File: config.mk
export PLATFORM = sky130hd
export DESIGN_NAME = asrt_fifo
export DESIGN_NICKNAME = d
export VERILOG_FILES = /design/src/design/asrt_fifo.sv
export SDC_FILE = /design/constraint.sdc
export NUM_CORES = 1
export LEC_CHECK = 0
export BUFFER_PORTS_ARGS = -buffer_cell sky130_fd_sc_hd__buf_4
export CORE_UTILIZATION = 38
export DETAILED_ROUTE_END_ITERATION = 16
export GPL_ROUTABILITY_DRIVEN = 0
export PLACE_DENSITY = 0.57
export SYNTH_ARGS = -nofsm -noshare
export SYNTH_HDL_FRONTEND = slang
export SYNTH_SLANG_ARGS = --single-unit
File: constraint.sdc
create_clock -name clk_i -period 4.52 [get_ports clk_i]
set_input_delay 0.904 -clock clk_i [delete_from_list [all_inputs] [get_ports clk_i]]
set_output_delay 0.904 -clock clk_i [all_outputs]
set_load 0.01 [all_outputs]
File: src/design/asrt_fifo.sv
// ----------------------------------------------------------------------------
// asrt_fifo: small register queue
// First-in first-out store with a combinational head; a push into a full
// queue is taken when a pop happens in the same cycle.
// ----------------------------------------------------------------------------
module asrt_fifo #(
  parameter int unsigned WIDTH = 8,
  parameter int unsigned DEPTH = 4
) (
  input  logic             clk_i,
  input  logic             rst_ni,
  input  logic             push_i,
  input  logic [WIDTH-1:0] wdata_i,
  input  logic             pop_i,
  output logic [WIDTH-1:0] rdata_o,
  output logic             full_o,
  output logic             empty_o
);

  localparam int unsigned PTR_W = (DEPTH > 1) ? $clog2(DEPTH) : 1;
  localparam int unsigned CNT_W = $clog2(DEPTH + 1);

  logic [WIDTH-1:0] mem_q [DEPTH];
  logic [PTR_W-1:0] wr_ptr_q, rd_ptr_q;
  logic [CNT_W-1:0] cnt_q;
  logic             do_push, do_pop;

  assign full_o  = (cnt_q == CNT_W'(DEPTH));
  assign empty_o = (cnt_q == '0);
  assign do_pop  = pop_i && !empty_o;
  assign do_push = push_i && (!full_o || do_pop);
  assign rdata_o = mem_q[rd_ptr_q];

  function automatic logic [PTR_W-1:0] next_ptr(input logic [PTR_W-1:0] p);
    return (p == PTR_W'(DEPTH - 1)) ? '0 : p + PTR_W'(1);
  endfunction

  always_ff @(posedge clk_i or negedge rst_ni) begin
    if (!rst_ni) begin
      wr_ptr_q <= '0;
      rd_ptr_q <= '0;
      cnt_q    <= '0;
    end else begin
      if (do_push) wr_ptr_q <= next_ptr(wr_ptr_q);
      if (do_pop)  rd_ptr_q <= next_ptr(rd_ptr_q);
      if (do_push && !do_pop) begin
        cnt_q <= cnt_q + CNT_W'(1);
      end else if (do_pop && !do_push) begin
        cnt_q <= cnt_q - CNT_W'(1);
      end
    end
  end

  always_ff @(posedge clk_i) begin
    if (do_push) mem_q[wr_ptr_q] <= wdata_i;
  end

endmodule

; Word level (Yosys, flattened, before mapping)
; Memories as Yosys holds them, arrays and structs flattened.
; Index checks and enable logic that the tools add are counted.
[word_totals]
reg_bits = 7
ram_bits = 32
elab_cells = 28
out_inout_bits = 10
input_bits = 12
mem_count = 1
[op_classes]
n_mux = 6
add_sub_neg = 4
eq_ne = 3
reduce_logical = 11
[mem_list]
columns = name, depth, width, read_ports, rd_clocked_by_memory_dff, write_ports, line_no
row1 = mem_q, 4, 8, 1, 0, 1, 23  ; logic [WIDTH-1:0] mem_q [DEPTH];
[op_table]
columns = cell, n
row1 = $mux W3, 2
row2 = $add A2 B1 Y2 const B, 2
row3 = $eq A2 B2 Y1 const B, 2
row4 = $logic_and A1 B1 Y1, 4
row5 = $logic_not A1 Y1, 4
row6 = $mux W2, 2
row7 = $add A3 B1 Y3 const B, 1
row8 = $eq A3 B3 Y1 const B, 1
row9 = $logic_not A3 Y1, 1
row10 = $sub A3 B1 Y3 const B, 1
row11 = $mux W1, 2
row12 = $reduce_bool A2 Y1, 1
row13 = $logic_or A1 B1 Y1, 1

; Logic depth before layout (Yosys ltp)
[logic_depth]
depth_word = 9
depth_mapped = 8
ltp_nobuf = 8

; Worst setup path before layout
; OpenSTA, ideal clock, no wires.
[synth_timing]
path_type = in2reg
start = in pop_i
end = reg cnt_q[2]
arrival_time_ns = 2.138
required_time_ns = 4.441
setup_slack_ns = 2.303
path_stages = 8
setup_time_ns = 0.079
n_path_buf = 0
path_cell_list = inv_1 > a21boi_4 > ha_1 > inv_1 > fa_1 > xor2_1 > nor2_1 > xor2_1
[synth_between]
elab_chain_cells = 6
word_cells_on_any_way = 9
classes_between = mux (1) / reduce/logical (8)
[synth_rtl]
columns = element, line_no
row1 = from (decl), 14  ; input logic pop_i,
row2 = $logic_and A1 B1 Y1 (*), 30  ; assign do_pop = pop_i && !empty_o;
row3 = $logic_or A1 B1 Y1 (*), 31  ; assign do_push = push_i && (!full_o || do_pop);
row4 = $logic_and A1 B1 Y1 (*), 31
row5 = via do_push, 26  ; logic do_push, do_pop;
row6 = $logic_not A1 Y1, 48  ; end else if (do_pop && !do_push) begin
row7 = $logic_and A1 B1 Y1, 48
row8 = $reduce_bool A2 Y1 (no source line), --
row9 = to (signal assigned), 47  ; cnt_q <= cnt_q + CNT_W'(1);
row10 = to (signal assigned), 49  ; cnt_q <= cnt_q - CNT_W'(1);
row11 = to (decl), 25  ; logic [CNT_W-1:0] cnt_q;
; The timed path passes the listed nets; every way through them passes the cells marked *.
; A chain may end at the register's enable or synchronous reset.

; Worst setup path in the final report
[layout_timing]
start = reg rd_ptr_q[0]
end = out rdata_o[1]
[layout_between]
elab_chain_cells = 1
[layout_rtl]
columns = element, line_no
row1 = from (decl), 24  ; logic [PTR_W-1:0] wr_ptr_q, rd_ptr_q;
row2 = from (signal assigned), 45  ; if (do_pop) rd_ptr_q <= next_ptr(rd_ptr_q);
row3 = $mem_v2 Z4 W8, --
row4 = to (decl), 15  ; output logic [WIDTH-1:0] rdata_o,
; Every way passes these cells.

==> flow_summary.json <==
{
  "status": "complete, no violations",
  "setup_violations": 0,
  "clk_path_buf_depth": 2,
  "viasPerCell": 4.91,
  "rows": 23,
  "skew_ns": 0.00504,
  "drtPass1Iterations": 4,
  "path_class": "register to output pin",
  "io-pin-count": 22,
  "grt_max_degree": 14,
  "worst_slew_pin_slew_ns": 0.604,
  "finalCriticalPeriod_ns": 2.66,
  "fmax_mhz": 375,
  "dp_cells": 148,
  "netlist_instances": 79,
  "synth-seq-cells": 39,
  "powerDensity_nw_per_um2": 639,
  "die_x_um": 67.4,
  "yosysSeqAreaShare": 0.700,
  "port-buffer-count": 21,
  "post_cts_resized": 0,
  "grt.overflow.total": 0,
  "dp_hpwl_um": 1670,
  "final_cell_mix": "edfxtp_1, buf_4, mux4_2",
  "drv_slew": 0,
  "drv_cap": 0,
  "drtIter0Drc": 20,
  "yosysUniqueCellTypes": 19,
  "yosysWarnings": 0,
  "fp.dieArea_um2": 4540,
  "final_common_cell": "edfxtp_1",
  "synth_fp_nets": 98,
  "hold_viol": 0,
  "drt_wl_total_um": 2390,
  "drc": 0,
  "postCtsSetupBuffers": 0,
  "hold_buffers": 0,
  "avgSynthCellArea_um2": 20.5,
  "critPathRequiredTime_ns": 3.62,
  "globalRouteTotalUtil": 0.133,
  "synth.cell_area_um2": 1620,
  "clockRootBuffer": "clkbuf_8",
  "drive_gt1_frac": 0.434,
  "grt_pass1_wl_um": 3960,
  "ir_drop_v": 0.000303,
  "timing.final.crit_share": 0.589,
  "worstSkewPairLatency_ns": 0.29,
  "setup_ws_ns": 1.86,
  "slew_headroom": 0.597,
  "syn_to_final_growth_pct": 19.9,
  "power_mw": 1.24,
  "cts_sinks": 39,
  "ant_nets": 0,
  "die_y_um": 67.4,
  "dp_slack_ns": 2.03,
  "core_area_um2": 4060,
  "wl_per_cell_um": 15.3,
  "antenna_found_initial": 0,
  "cts_made_buffers": 5,
  "rsz0062_at_grt": "false",
  "layout.cells.non_filler": 156,
  "num-nets-final": 124,
  "cellLeakagePower_nw": 0.738,
  "cts_tree": "built",
  "path_max_fanout": 11,
  "tns_ns": 0,
  "clkTransAtPathRegs_ns": 0.07,
  "n_antenna_cell": 0,
  "hold_ws_ns": 0.414,
  "start_kind": "register",
  "htreeDepth": 2,
  "hold_class": "input port to asynchronous set/reset pin",
  "r2r_setup_slack_ns": 2.52,
  "crit_path_end_kind": "output pin",
  "num_vias": 766,
  "grt_pass1_vias": 871,
  "initial_core_util": 0.400,
  "arrival_ns": 1.76
}
==> metrics by stage <==
step                      utilization  area [um2]
after global placement          0.452        1830
after CTS                       0.479        1950
after floorplan                     -        1620
after global routing            0.479        1950
final                           0.479        1950
after detailed placement        0.452        1830
==> flip-flops by register name, summed over array words and instances, names as in the netlist <==
name	count
wr_ptr_q	2
mem_q	32
cnt_q	3
rd_ptr_q	2
==> where the power goes <==
part           switching (mW)  internal (mW)
Clock                   0.120          0.164
Sequential             0.0864          0.485
Combinational           0.156          0.231
==> worst max-delay path, stage by stage (launching register included) <==
cell     delay, ns
dfrtp_1       0.73
mux4_2        0.58
buf_4         0.16
==> per-layer routing <==
layer | up-vias | track usage | part of all wire
met3 | 5 | 0.0405 | 0.044
met4 | 0 | 0.0878 | 0.018
met2 | 17 | 0.223 | 0.56
li1 | 354 | - | -
met1 | 390 | 0.144 | 0.38
met5 | - | 0 | 0
==> cells by family after synthesis <==
kind of cell             share of synthesized area
buffers and inverters                       0.0146
AND/OR/NAND/NOR                             0.0486
adder cells (fa/ha/maj)                     0.0586
XOR/XNOR                                    0.0162
flip-flops                                   0.700
AO/OA/AOI/OAI                               0.0116
multiplexers                                 0.150
==> Yosys cell counts, drive strengths merged <==
cell	count	area (um2)
edfxtp	32	961
mux4	8	180
dfrtp	7	175
ha	6	75.1
mux2	5	63.8
and2	4	30.0
inv	4	15.0
nor2	3	11.3
xor2	2	17.5
a21boi	1	18.8
buf	1	5.00
clkbuf	1	3.75
fa	1	20.0
nand2b	1	13.8
nor3	1	5.00
nor3b	1	18.8
xnor2	1	8.76
==> final timing paths <==
check,start,end,cells past startpoint
max,rd_ptr_q[0],rdata_o[1],2
min,rst_ni,cnt_q[2],1
max reg2reg,cnt_q[1],cnt_q[2],8
min reg2reg,cnt_q[2],cnt_q[2],1
max in group asynchronous,rst_ni,rd_ptr_q[1],1
min in group clk_i,cnt_q[2],cnt_q[2],1
==> area by class of cell <==
cell class	instances	area [um2]
Tap cell	50	62.6
Fill cell	348	2110
Multi-Input combinational cell	34	463
Inverter	4	15.0
Clock buffer	5	68.8
Clock inverter	3	42.5
Timing Repair Buffer	21	158
Sequential cell	39	1140
Power figures use the tool's default switching activity.
