$ cat config.mk
export PLATFORM = sky130hd
export DESIGN_NAME = asrt_front
export DESIGN_NICKNAME = d
export VERILOG_FILES = /design/src/design/asrt_pkg.sv /design/src/design/asrt_front.sv
export SDC_FILE = /design/constraint.sdc
export NUM_CORES = 2
export LEC_CHECK = 0
export ABC_AREA = 1
export ABC_CLOCK_PERIOD_IN_PS = 7900
export BUFFER_PORTS_ARGS = -buffer_cell sky130_fd_sc_hd__buf_4
export CAP_MARGIN = 40
export CORE_UTILIZATION = 25
export CTS_BUF_LIST = sky130_fd_sc_hd__clkbuf_8
export CTS_CLUSTER_DIAMETER = 60
export DETAILED_ROUTE_END_ITERATION = 7
export GPL_ROUTABILITY_DRIVEN = 0
export SYNTH_ARGS = -nofsm -noshare
export SYNTH_HDL_FRONTEND = slang
export SYNTH_SLANG_ARGS = --single-unit
$ cat constraint.sdc
create_clock -name clk_i -period 7.9 [get_ports clk_i]
set_input_delay 1.975 -clock clk_i [delete_from_list [all_inputs] [get_ports clk_i]]
set_output_delay 1.975 -clock clk_i [all_outputs]
set_load 0.005 [all_outputs]
$ cat src/design/asrt_pkg.sv
// ----------------------------------------------------------------------------
// asrt_pkg: shared types and constants of the affine point transform
// Item structs, the register map, the setup sequencer states, the angle
// constants and the CORDIC arctangent values.
// ----------------------------------------------------------------------------
package asrt_pkg;

  localparam int unsigned COORD_W   = 32;
  localparam int unsigned ANGLE_W   = 17;
  localparam int unsigned ANG_RED_W = 19;
  localparam int unsigned TRIG_W    = 34;
  localparam int unsigned MAT_W     = 34;
  localparam int unsigned Z_W       = 32;
  localparam int unsigned STEP_W    = 5;
  localparam int unsigned CFG_IDX_W = 3;
  localparam int unsigned PROD_W    = COORD_W + MAT_W;

  localparam int unsigned MID_DEPTH = 4;
  localparam int unsigned OUT_DEPTH = 4;

  // Angle register units are 1/128 degree.
  localparam logic signed [ANG_RED_W-1:0] ANGLE_TURN      = 19'sd46080;
  localparam logic signed [ANG_RED_W-1:0] ANGLE_TWO_TURNS = 19'sd92160;
  localparam logic signed [ANG_RED_W-1:0] ANGLE_HALF      = 19'sd23040;
  localparam logic signed [ANG_RED_W-1:0] ANGLE_QUARTER   = 19'sd11520;

  // CORDIC start value, the inverse gain in Q2.30.
  localparam logic signed [TRIG_W-1:0] CORDIC_GAIN = 34'sd652032874;

  typedef enum logic [CFG_IDX_W-1:0] {
    REG_SCALE_X     = 3'd0,
    REG_SCALE_Y     = 3'd1,
    REG_ROTATE      = 3'd2,
    REG_TRANSLATE_X = 3'd3,
    REG_TRANSLATE_Y = 3'd4
  } cfg_reg_e;

  typedef enum logic [1:0] {
    ST_REDUCE,
    ST_ROTATE,
    ST_MATRIX,
    ST_READY
  } setup_state_e;

  typedef struct packed {
    logic signed [COORD_W-1:0] point_x;
    logic signed [COORD_W-1:0] point_y;
  } in_item_t;

  typedef struct packed {
    logic signed [COORD_W-1:0] out_x;
    logic signed [COORD_W-1:0] out_y;
    logic                      clipped;
  } out_item_t;

  typedef struct packed {
    logic signed [MAT_W-1:0]   m00;
    logic signed [MAT_W-1:0]   m01;
    logic signed [MAT_W-1:0]   m10;
    logic signed [MAT_W-1:0]   m11;
    logic signed [COORD_W-1:0] trans_x;
    logic signed [COORD_W-1:0] trans_y;
  } matrix_t;

  // atan(2^-i) in units of 2^-22 degree, rounded to nearest.
  function automatic logic signed [Z_W-1:0] atan_deg22(input logic [STEP_W-1:0] i);
    logic signed [Z_W-1:0] val;
    case (i)
      5'd0:    val = 32'sd188743680;
      5'd1:    val = 32'sd111421900;
      5'd2:    val = 32'sd58872272;
      5'd3:    val = 32'sd29884485;
      5'd4:    val = 32'sd15000234;
      5'd5:    val = 32'sd7507429;
      5'd6:    val = 32'sd3754631;
      5'd7:    val = 32'sd1877430;
      5'd8:    val = 32'sd938729;
      5'd9:    val = 32'sd469366;
      5'd10:   val = 32'sd234683;
      5'd11:   val = 32'sd117342;
      5'd12:   val = 32'sd58671;
      5'd13:   val = 32'sd29335;
      5'd14:   val = 32'sd14668;
      5'd15:   val = 32'sd7334;
      5'd16:   val = 32'sd3667;
      5'd17:   val = 32'sd1833;
      5'd18:   val = 32'sd917;
      5'd19:   val = 32'sd458;
      5'd20:   val = 32'sd229;
      5'd21:   val = 32'sd115;
      5'd22:   val = 32'sd57;
      5'd23:   val = 32'sd29;
      5'd24:   val = 32'sd14;
      5'd25:   val = 32'sd7;
      5'd26:   val = 32'sd4;
      5'd27:   val = 32'sd2;
      5'd28:   val = 32'sd1;
      default: val = 32'sd0;
    endcase
    return val;
  endfunction

endpackage

$ cat src/design/asrt_front.sv
// ----------------------------------------------------------------------------
// asrt_front: configuration registers and matrix setup
// Holds the registers and, after reset and after every write, reduces the
// angle, runs the CORDIC one rotation per cycle and forms the four matrix
// entries through one shared multiplier.
// ----------------------------------------------------------------------------
module asrt_front #(
  parameter int unsigned FRAC_BITS    = 16,
  parameter int unsigned CORDIC_STEPS = 16
) (
  input  logic                                clk_i,
  input  logic                                rst_ni,
  input  logic                                cfg_valid_i,
  input  logic [asrt_pkg::CFG_IDX_W-1:0]      cfg_index_i,
  input  logic [asrt_pkg::COORD_W-1:0]        cfg_data_i,
  output logic                                cfg_ready_o,
  output logic                                busy_o,
  output asrt_pkg::matrix_t                   matrix_o
);

  localparam logic signed [asrt_pkg::COORD_W-1:0] SCALE_ONE = 32'sd1 <<< FRAC_BITS;
  localparam logic [asrt_pkg::STEP_W-1:0] LAST_STEP = asrt_pkg::STEP_W'(CORDIC_STEPS - 1);
  localparam logic [2:0] MAT_LAST = 3'd4;
  localparam logic signed [asrt_pkg::PROD_W-1:0] MAT_HALF = 66'sd1 <<< 29;

  asrt_pkg::setup_state_e state_q, state_d;

  logic signed [asrt_pkg::COORD_W-1:0] scale_x_q, scale_y_q, trans_x_q, trans_y_q;
  logic signed [asrt_pkg::ANGLE_W-1:0] rot_q;
  logic                                cfg_we;

  logic [asrt_pkg::STEP_W-1:0]         step_q;
  logic [2:0]                          mcnt_q;
  logic signed [asrt_pkg::TRIG_W-1:0]  x_q, y_q, x_n, y_n, dx, dy;
  logic signed [asrt_pkg::Z_W-1:0]     z_q, z_n, at;
  logic                                flip_q;

  logic signed [asrt_pkg::ANG_RED_W-1:0] a0, a1, a2, a3, a4;
  logic                                  fold_flip;

  logic signed [asrt_pkg::COORD_W-1:0] op_scale;
  logic signed [asrt_pkg::TRIG_W-1:0]  op_trig;
  logic signed [asrt_pkg::PROD_W-1:0]  prod_q, mr_full;
  logic signed [asrt_pkg::MAT_W-1:0]   mrnd;
  logic signed [asrt_pkg::MAT_W-1:0]   m00_q, m01_q, m10_q, m11_q;

  assign cfg_ready_o = 1'b1;
  assign cfg_we      = cfg_valid_i && cfg_ready_o;

  always_ff @(posedge clk_i or negedge rst_ni) begin
    if (!rst_ni) begin
      scale_x_q <= SCALE_ONE;
      scale_y_q <= SCALE_ONE;
      rot_q     <= '0;
      trans_x_q <= '0;
      trans_y_q <= '0;
    end else if (cfg_we) begin
      unique case (cfg_index_i)
        asrt_pkg::REG_SCALE_X:     scale_x_q <= cfg_data_i;
        asrt_pkg::REG_SCALE_Y:     scale_y_q <= cfg_data_i;
        asrt_pkg::REG_ROTATE:      rot_q     <= cfg_data_i[asrt_pkg::ANGLE_W-1:0];
        asrt_pkg::REG_TRANSLATE_X: trans_x_q <= cfg_data_i;
        asrt_pkg::REG_TRANSLATE_Y: trans_y_q <= cfg_data_i;
        default: ;
      endcase
    end
  end

  // Reduce the angle into [-90, 90] degrees and note whether it was folded.
  always_comb begin
    a0 = asrt_pkg::ANG_RED_W'(rot_q) + asrt_pkg::ANGLE_TWO_TURNS;
    a1 = (a0 >= asrt_pkg::ANGLE_TWO_TURNS) ? a0 - asrt_pkg::ANGLE_TWO_TURNS : a0;
    a2 = (a1 >= asrt_pkg::ANGLE_TURN) ? a1 - asrt_pkg::ANGLE_TURN : a1;
    a3 = (a2 >= asrt_pkg::ANGLE_HALF) ? a2 - asrt_pkg::ANGLE_TURN : a2;
    fold_flip = 1'b0;
    a4 = a3;
    if (a3 > asrt_pkg::ANGLE_QUARTER) begin
      a4 = a3 - asrt_pkg::ANGLE_HALF;
      fold_flip = 1'b1;
    end else if (a3 < -asrt_pkg::ANGLE_QUARTER) begin
      a4 = a3 + asrt_pkg::ANGLE_HALF;
      fold_flip = 1'b1;
    end
  end

  // One CORDIC rotation.
  always_comb begin
    dx = y_q >>> step_q;
    dy = x_q >>> step_q;
    at = asrt_pkg::atan_deg22(step_q);
    if (!z_q[asrt_pkg::Z_W-1]) begin
      x_n = x_q - dx;
      y_n = y_q + dy;
      z_n = z_q - at;
    end else begin
      x_n = x_q + dx;
      y_n = y_q - dy;
      z_n = z_q + at;
    end
  end

  // Matrix entry operands: cos and sin times the scale of their row.
  always_comb begin
    case (mcnt_q[1:0])
      2'd0:    begin op_scale = scale_x_q; op_trig = x_q; end
      2'd1:    begin op_scale = scale_x_q; op_trig = y_q; end
      2'd2:    begin op_scale = scale_y_q; op_trig = y_q; end
      default: begin op_scale = scale_y_q; op_trig = x_q; end
    endcase
    mr_full = (prod_q + MAT_HALF) >>> 30;
    mrnd    = $signed(mr_full[asrt_pkg::MAT_W-1:0]);
  end

  always_comb begin
    state_d = state_q;
    unique case (state_q)
      asrt_pkg::ST_REDUCE: state_d = asrt_pkg::ST_ROTATE;
      asrt_pkg::ST_ROTATE: if (step_q == LAST_STEP) state_d = asrt_pkg::ST_MATRIX;
      asrt_pkg::ST_MATRIX: if (mcnt_q == MAT_LAST) state_d = asrt_pkg::ST_READY;
      asrt_pkg::ST_READY:  state_d = asrt_pkg::ST_READY;
    endcase
    if (cfg_we) state_d = asrt_pkg::ST_REDUCE;
    busy_o = (state_q != asrt_pkg::ST_READY);
  end

  always_ff @(posedge clk_i or negedge rst_ni) begin
    if (!rst_ni) begin
      state_q <= asrt_pkg::ST_REDUCE;
      step_q  <= '0;
      mcnt_q  <= '0;
    end else begin
      state_q <= state_d;
      step_q  <= (state_q == asrt_pkg::ST_ROTATE) ? step_q + asrt_pkg::STEP_W'(1) : '0;
      mcnt_q  <= (state_q == asrt_pkg::ST_MATRIX) ? mcnt_q + 3'd1 : '0;
    end
  end

  always_ff @(posedge clk_i) begin
    unique case (state_q)
      asrt_pkg::ST_REDUCE: begin
        x_q    <= asrt_pkg::CORDIC_GAIN;
        y_q    <= '0;
        z_q    <= asrt_pkg::Z_W'(a4) <<< 15;
        flip_q <= fold_flip;
      end
      asrt_pkg::ST_ROTATE: begin
        z_q <= z_n;
        if (step_q == LAST_STEP && flip_q) begin
          x_q <= -x_n;
          y_q <= -y_n;
        end else begin
          x_q <= x_n;
          y_q <= y_n;
        end
      end
      asrt_pkg::ST_MATRIX: begin
        prod_q <= op_scale * op_trig;
        case (mcnt_q)
          3'd1:    m00_q <= mrnd;
          3'd2:    m01_q <= mrnd;
          3'd3:    m10_q <= -mrnd;
          3'd4:    m11_q <= mrnd;
          default: ;
        endcase
      end
      asrt_pkg::ST_READY: ;
    endcase
  end

  always_comb begin
    matrix_o.m00     = m00_q;
    matrix_o.m01     = m01_q;
    matrix_o.m10     = m10_q;
    matrix_o.m11     = m11_q;
    matrix_o.trans_x = trans_x_q;
    matrix_o.trans_y = trans_y_q;
  end

endmodule

# Yosys cells after proc, flatten, opt, wreduce, memory -nomap -nowiden
# Memories as Yosys holds them, arrays and structs flattened.
# Cells that the tools add are included.
word_totals:
  regBits: 456
  rom_bits: 896
  input_bits: 38
  out_inout_bits: 202
  wordCells: 100
  n_memories: 1
op_classes:
  add_sub_neg: 18
  n_mul: 1
  magnitude_cmp: 5
  n_eq_ne: 17
  shifts: 2
  n_mux: 22
  n_reduce_logical: 17
memory_table:
  columns: ["name", "depth", "word_bits", "read_ports", "rd_clocked_by_memory_dff", "wr", "line_no", "source"]
  rows:
  - ["(no name shown)", 32, 28, 1, 0, 0, "asrt_pkg.sv:68", "case (i)"]
op_table:
  columns: ["cell", "n"]
  rows:
  - ["34-bit two-way mux", 5]
  - ["34-bit case mux with 2 select lines", 2]
  - ["34-bit negation", 3]
  - ["34-bit adder", 2]
  - ["34-bit by 5-bit >>> shifter with 34-bit output", 2]
  - ["34-bit subtractor", 2]
  - ["64-bit by 31-bit adder with 64-bit output (second input constant)", 1]
  - ["32-bit by 34-bit multiplier with 64-bit output", 1]
  - ["32-bit two-way mux", 2]
  - ["32-bit case mux with 2 select lines", 1]
  - ["19-bit two-way mux", 3]
  - ["19-bit by 17-bit subtractor with 19-bit output (second input constant)", 2]
  - ["17-bit two-way mux", 2]
  - ["32-bit adder", 1]
  - ["32-bit subtractor", 1]
  - ["2-bit AND reduction", 10]
  - ["17-bit by 18-bit adder with 19-bit output (second input constant)", 1]
  - ["19-bit by 16-bit greater-or-equal comparator with 1-bit output (second input constant)", 1]
  - ["19-bit by 17-bit greater-or-equal comparator with 1-bit output (second input constant)", 1]
  - ["19-bit by 18-bit greater-or-equal comparator with 1-bit output (second input constant)", 1]
  - ["19-bit by 15-bit greater-than comparator with 1-bit output (second input constant)", 1]
  - ["19-bit by 15-bit less-than comparator with 1-bit output (second input constant)", 1]
  - ["19-bit by 18-bit subtractor with 19-bit output (second input constant)", 1]
  - ["17-bit by 16-bit adder with 17-bit output (second input constant)", 1]
  - ["21 further kinds", 34]

# Depth between registers and ports, before layout
depth:
  word_depth: 11
  mapped_depth: 46
  mapped_depth_nobuf: 45

# Worst setup path before layout
# OpenSTA, ideal clock, no wires.
synth_timing:
  path_kind: "flip-flop to flip-flop"
  start: "register mcnt_q[0]"
  end: "register prod_q[57] (netlist bit), data pin"
  setup_ns: 0.258
  arrival_ns: 8.435
  required_time_ns: 7.642
  setup_slack_ns: -0.794
  stages_incl_launch_ff: 36
  n_path_buf: 3
  period_less_slack_ns: 8.694
  cell_sequence: "dfrtp_1 -> inv_1 -> ha_1 -> nor2_1 -> inv_1 -> clkbuf_1 -> clkbuf_1 -> or2_2 -> o21ai_1 -> clkbuf_1 -> nor2_1 -> fa_1 -> fa_1 -> inv_1 -> fa_1 -> inv_1 -> fa_1 -> inv_1 -> fa_1 -> inv_1 -> fa_1 -> fa_1 -> fa_1 -> ha_1 -> nand2_1 -> nor4_1 -> nand2_1 -> o21ai_0 -> a21boi_0 -> o21ai_0 -> nand3_1 -> o311ai_0 -> nand2_1 -> o211ai_1 -> a21oi_1 -> xnor2_1"
synth_between:
  elab_chain_cells: 4
  elab_cells_between_ends: 8
  classes_between: "mul: 1; eq/ne: 2; mux: 2; reduce/logical: 3"
synth_rtl:
  columns: ["item", "line_no", "source"]
  rows:
  - ["from (decl)", "asrt_front.sv:33", "logic [2:0] mcnt_q;"]
  - ["from (signal assigned)", "asrt_front.sv:134", "mcnt_q <= (state_q == asrt_pkg::ST_MATRIX) ? mcnt_q + 3'd1 : '0;"]
  - ["2-bit by 1-bit equality test with 1-bit output (tied with other cells)", "asrt_front.sv:104", "case (mcnt_q[1:0])"]
  - ["2-bit OR reduction (no source line)", null, null]
  - ["32-bit two-way mux or 34-bit two-way mux (tied branches)", "asrt_front.sv:104", null]
  - ["32-bit by 34-bit multiplier with 64-bit output *", "asrt_front.sv:157", "prod_q <= op_scale * op_trig;"]
  - ["to (signal assigned)", "asrt_front.sv:157", null]
  - ["to (decl)", "asrt_front.sv:43", "logic signed [asrt_pkg::PROD_W-1:0] prod_q, mr_full;"]
# Every way passes the cells marked *; elsewhere a longest branch is shown, timed or not.
# A chain may end at the register's enable or synchronous reset.

# Worst setup path in the final report
# Ends and elaborated chain as after synthesis.

==> run_results.csv <==
group,metric,value,unit
status,status,"finished, violations left",
status,violations,"setup timing",
place,io_buffers,238,
finish,multi_input_area,48300,um2
die,rows,187,
critical_path,critPathKind,"reg2reg",
yosys,synthTopCellsByArea,"fa_1 34%, edfxtp_1 12%, nand2_1 9.3%",
sta,maxSlewHeadroom,34.0,%
critical_path,cp-end-kind,"register",
critical_path,critPathArrivalTime,9.11,ns
grt,overflow,0,
sta,worst_slack,-0.682,ns
die,initial_utilization,25.2,%
routing,routedWlPerCell,17.5,um
sta,drv_slew,0,
die,die_area,265000,um2
clock_network,cts.path.max_buffers,3,
clock_network,cts_max_level,3,
critical_path,r2r_cells,38,
finish,layout_common_cells,"1576 x nand2_1, 1571 x inv_1, 1079 x fa_1",
die,core_area,260000,um2
clock_network,root_buffer,"clkbuf_8",
hold_path,min_path_cells,2,
finish,nNetsFinal,10233,
critical_path,startpoint_type,"register",
yosys,synthCells,7926,
yosys,yosysWarnings,0,
yosys,seq_area_frac_synth,18.4,%
finish,n_fill_cell,27229,
routing,drt_wl_total,216000,um
clock_network,clk_pin_slew_worst_paths,0.06,ns
critical_path,worstPathRequired,8.43,ns
die,ios,240,
finish,drive_gt1_share,19.2,%
finish,layout_commonest_cell,"nand2_1",
sta,hold_viol,0,
routing,drt-vias-per-instance,4.50,
grt,grt_max_degree,127,
critical_path,slowest_delay,0.57,ns
yosys,syn_nets,9398,
yosys,yosysUniqueCellTypes,64,
yosys,avgSynthCellArea,8.28,um2
hold_path,hp-start,"trans_y_q[16]$_DFFE_PN0P_",
sta,hold_ws,0.484,ns
critical_path,rr_startpoint,"mcnt_q[0]$_DFF_PN0_",
yosys,synthFlopType,"edfxtp_1",
yosys,yosysTopAreaCell,"fa_1",
finish,regArea,12100,um2
sta,min_period_over_period,109,%
place,place_hpwl,180000,um
die,die_w,514,um
critical_path,cpMostUsedCell,"fa_1",
sta,setup_viol,31,
critical_path,r2r_setup_slack,-0.68,ns
clock_network,clock_sinks,427,
sta,max_freq,117,MHz
routing,drtIter0Drc,4236,
sta,worst_slew_pin_slew,0.965,ns
clock_network,cts_tree,"built",
critical_path,r2r-end,"prod_q[57]$_DFFE_PP_",
critical_path,slowest_stage,"fa_2",
yosys,async_reset_ff_share,36.3,%
hold_path,holdPathEnd,"trans_y_q[16]$_DFFE_PN0P_",
grt,antenna_found_initial,7,
grt,grt_pass1_wl,332000,um
yosys,synth_edf_count,272,
routing,drtPass1Iterations,6,
sta,rsz0062_at_grt,"yes",
yosys,synth_top_area_share,34.3,%
routing,vias,55462,
routing,antenna_left,0,
critical_path,cp_max_fo,7,
die,die-height,514,um
yosys,syn_area,65600,um2
clock_network,clk_latency,0.83,ns
sta,fin_crit,8.58,ns
place,placed_area,77600,um2
grt,first_global_vias,56277,
clock_network,cts_buffers,77,
finish,synthToLayoutAreaGrowth,25.3,%
finish,design_area,82200,um2
yosys,ys_ff_latch,427,
grt,grt_usage,16.3,%
place,pre_cts_ws,-0.849,ns
flow_run,maxCapViolations,0,
routing,drc,0,
sta,fin_skew,0.0753,ns
hold_path,hold_path_class,"reg2reg",
## stage by stage
stage	std cells	TNS, ns	utilization [%]
final	12322	-9.91	31.6
after global routing	12322	-17.89	31.6
after CTS	12264	-7.29	30.9
after global placement	12081	-13.82	29.7
after detailed placement	12086	-15.94	29.8
after floorplan	7926	0	-
## repair_timing
item	CTS	global route
setup endpoints to repair	33	37
hold endpoints to repair	0	0
resized for setup	214	300
gates cloned	1	3
hold buffers	0	0
buffers inserted	37	53
pin swaps	77	130
## synthesized netlist by cell type, drive strengths merged, types with 153 or more instances
cell type and count:
nand2 1664, inv 1610, fa 1124, nor2 732
o21ai 555, a21oi 315, ha 310, edfxtp 272
clkbuf 243, xor2 195, nand3 173, dfrtp 153
## critical path, delay by kind of cell, from the launching register on
family / cells / cell delay (ns)
adders and majority gates: 10 / 4.61
and+or+nand+nor: 7 / 0.95
xor gates and xnor gates: 1 / 0.16
DFF: 1 / 0.38
buffers and inverters: 12 / 1.24
AOI/OAI and AO/OA: 8 / 1.01
## layout make-up
type / instances / area share [%]
Multi-Input combinational cell: 5568 / 58.8
Clock inverter: 57 / 0.676
Inverter: 1631 / 7.55
Sequential cell: 427 / 14.7
Clock buffer: 83 / 1.39
Timing Repair Buffer: 1056 / 11.6
Antenna cell: 4 / 0.0122
Tap cell: 3496 / 5.32
## registers in the layout (all words and copies together) (netlist names), 32 cells and up
register,cells
z_q,32
trans_x_q,32
x_q,34
m10_q,34
scale_x_q,32
y_q,34
m00_q,34
prod_q,35
m11_q,34
trans_y_q,32
m01_q,34
scale_y_q,32
## per-layer routing
layer	vias to the layer above	part of all wire, %	GRT usage (%)
li1	25916	-	-
met1	27318	41	20.7
met2	1844	46	26.7
met3	380	7.8	3.11
met4	4	5.1	7.68
met5	-	0.011	0
## cells by family (layout without fill, tap and decap cells)
kind of cell | count (synthesis) | after routing | synth area share (%)
AND/OR/NAND/NOR | 2776 | 2776 | 17.3
buffers and inverters | 1931 | 2827 | 11.1
adder cells (fa/ha/maj) | 1434 | 1434 | 40.2
AO/OA/AOI/OAI | 1030 | 1030 | 8.53
flip-flops | 427 | 427 | 18.4
XOR/XNOR | 276 | 276 | 3.69
multiplexers | 51 | 51 | 0.778
other | 1 | 5 | 0.00571
## worst max-delay path by stage
| stage | endpoint | cells after the start | start |
|---|---|---|---|
| floorplan | prod_q[59]$_DFFE_PP_ | 40 | mcnt_q[0]$_DFF_PN0_ |
| global placement | prod_q[62]$_DFFE_PP_ | 34 | mcnt_q[0]$_DFF_PN0_ |
| detailed placement | prod_q[62]$_DFFE_PP_ | 34 | mcnt_q[0]$_DFF_PN0_ |
| CTS | prod_q[49]$_DFFE_PP_ | 35 | mcnt_q[0]$_DFF_PN0_ |
| global route | prod_q[57]$_DFFE_PP_ | 39 | mcnt_q[0]$_DFF_PN0_ |
| finish | prod_q[57]$_DFFE_PP_ | 38 | mcnt_q[0]$_DFF_PN0_ |
Power is left out: the tool's default activity adds up to more than one toggle a clock period on the data nets, which glitch-free logic cannot reach.
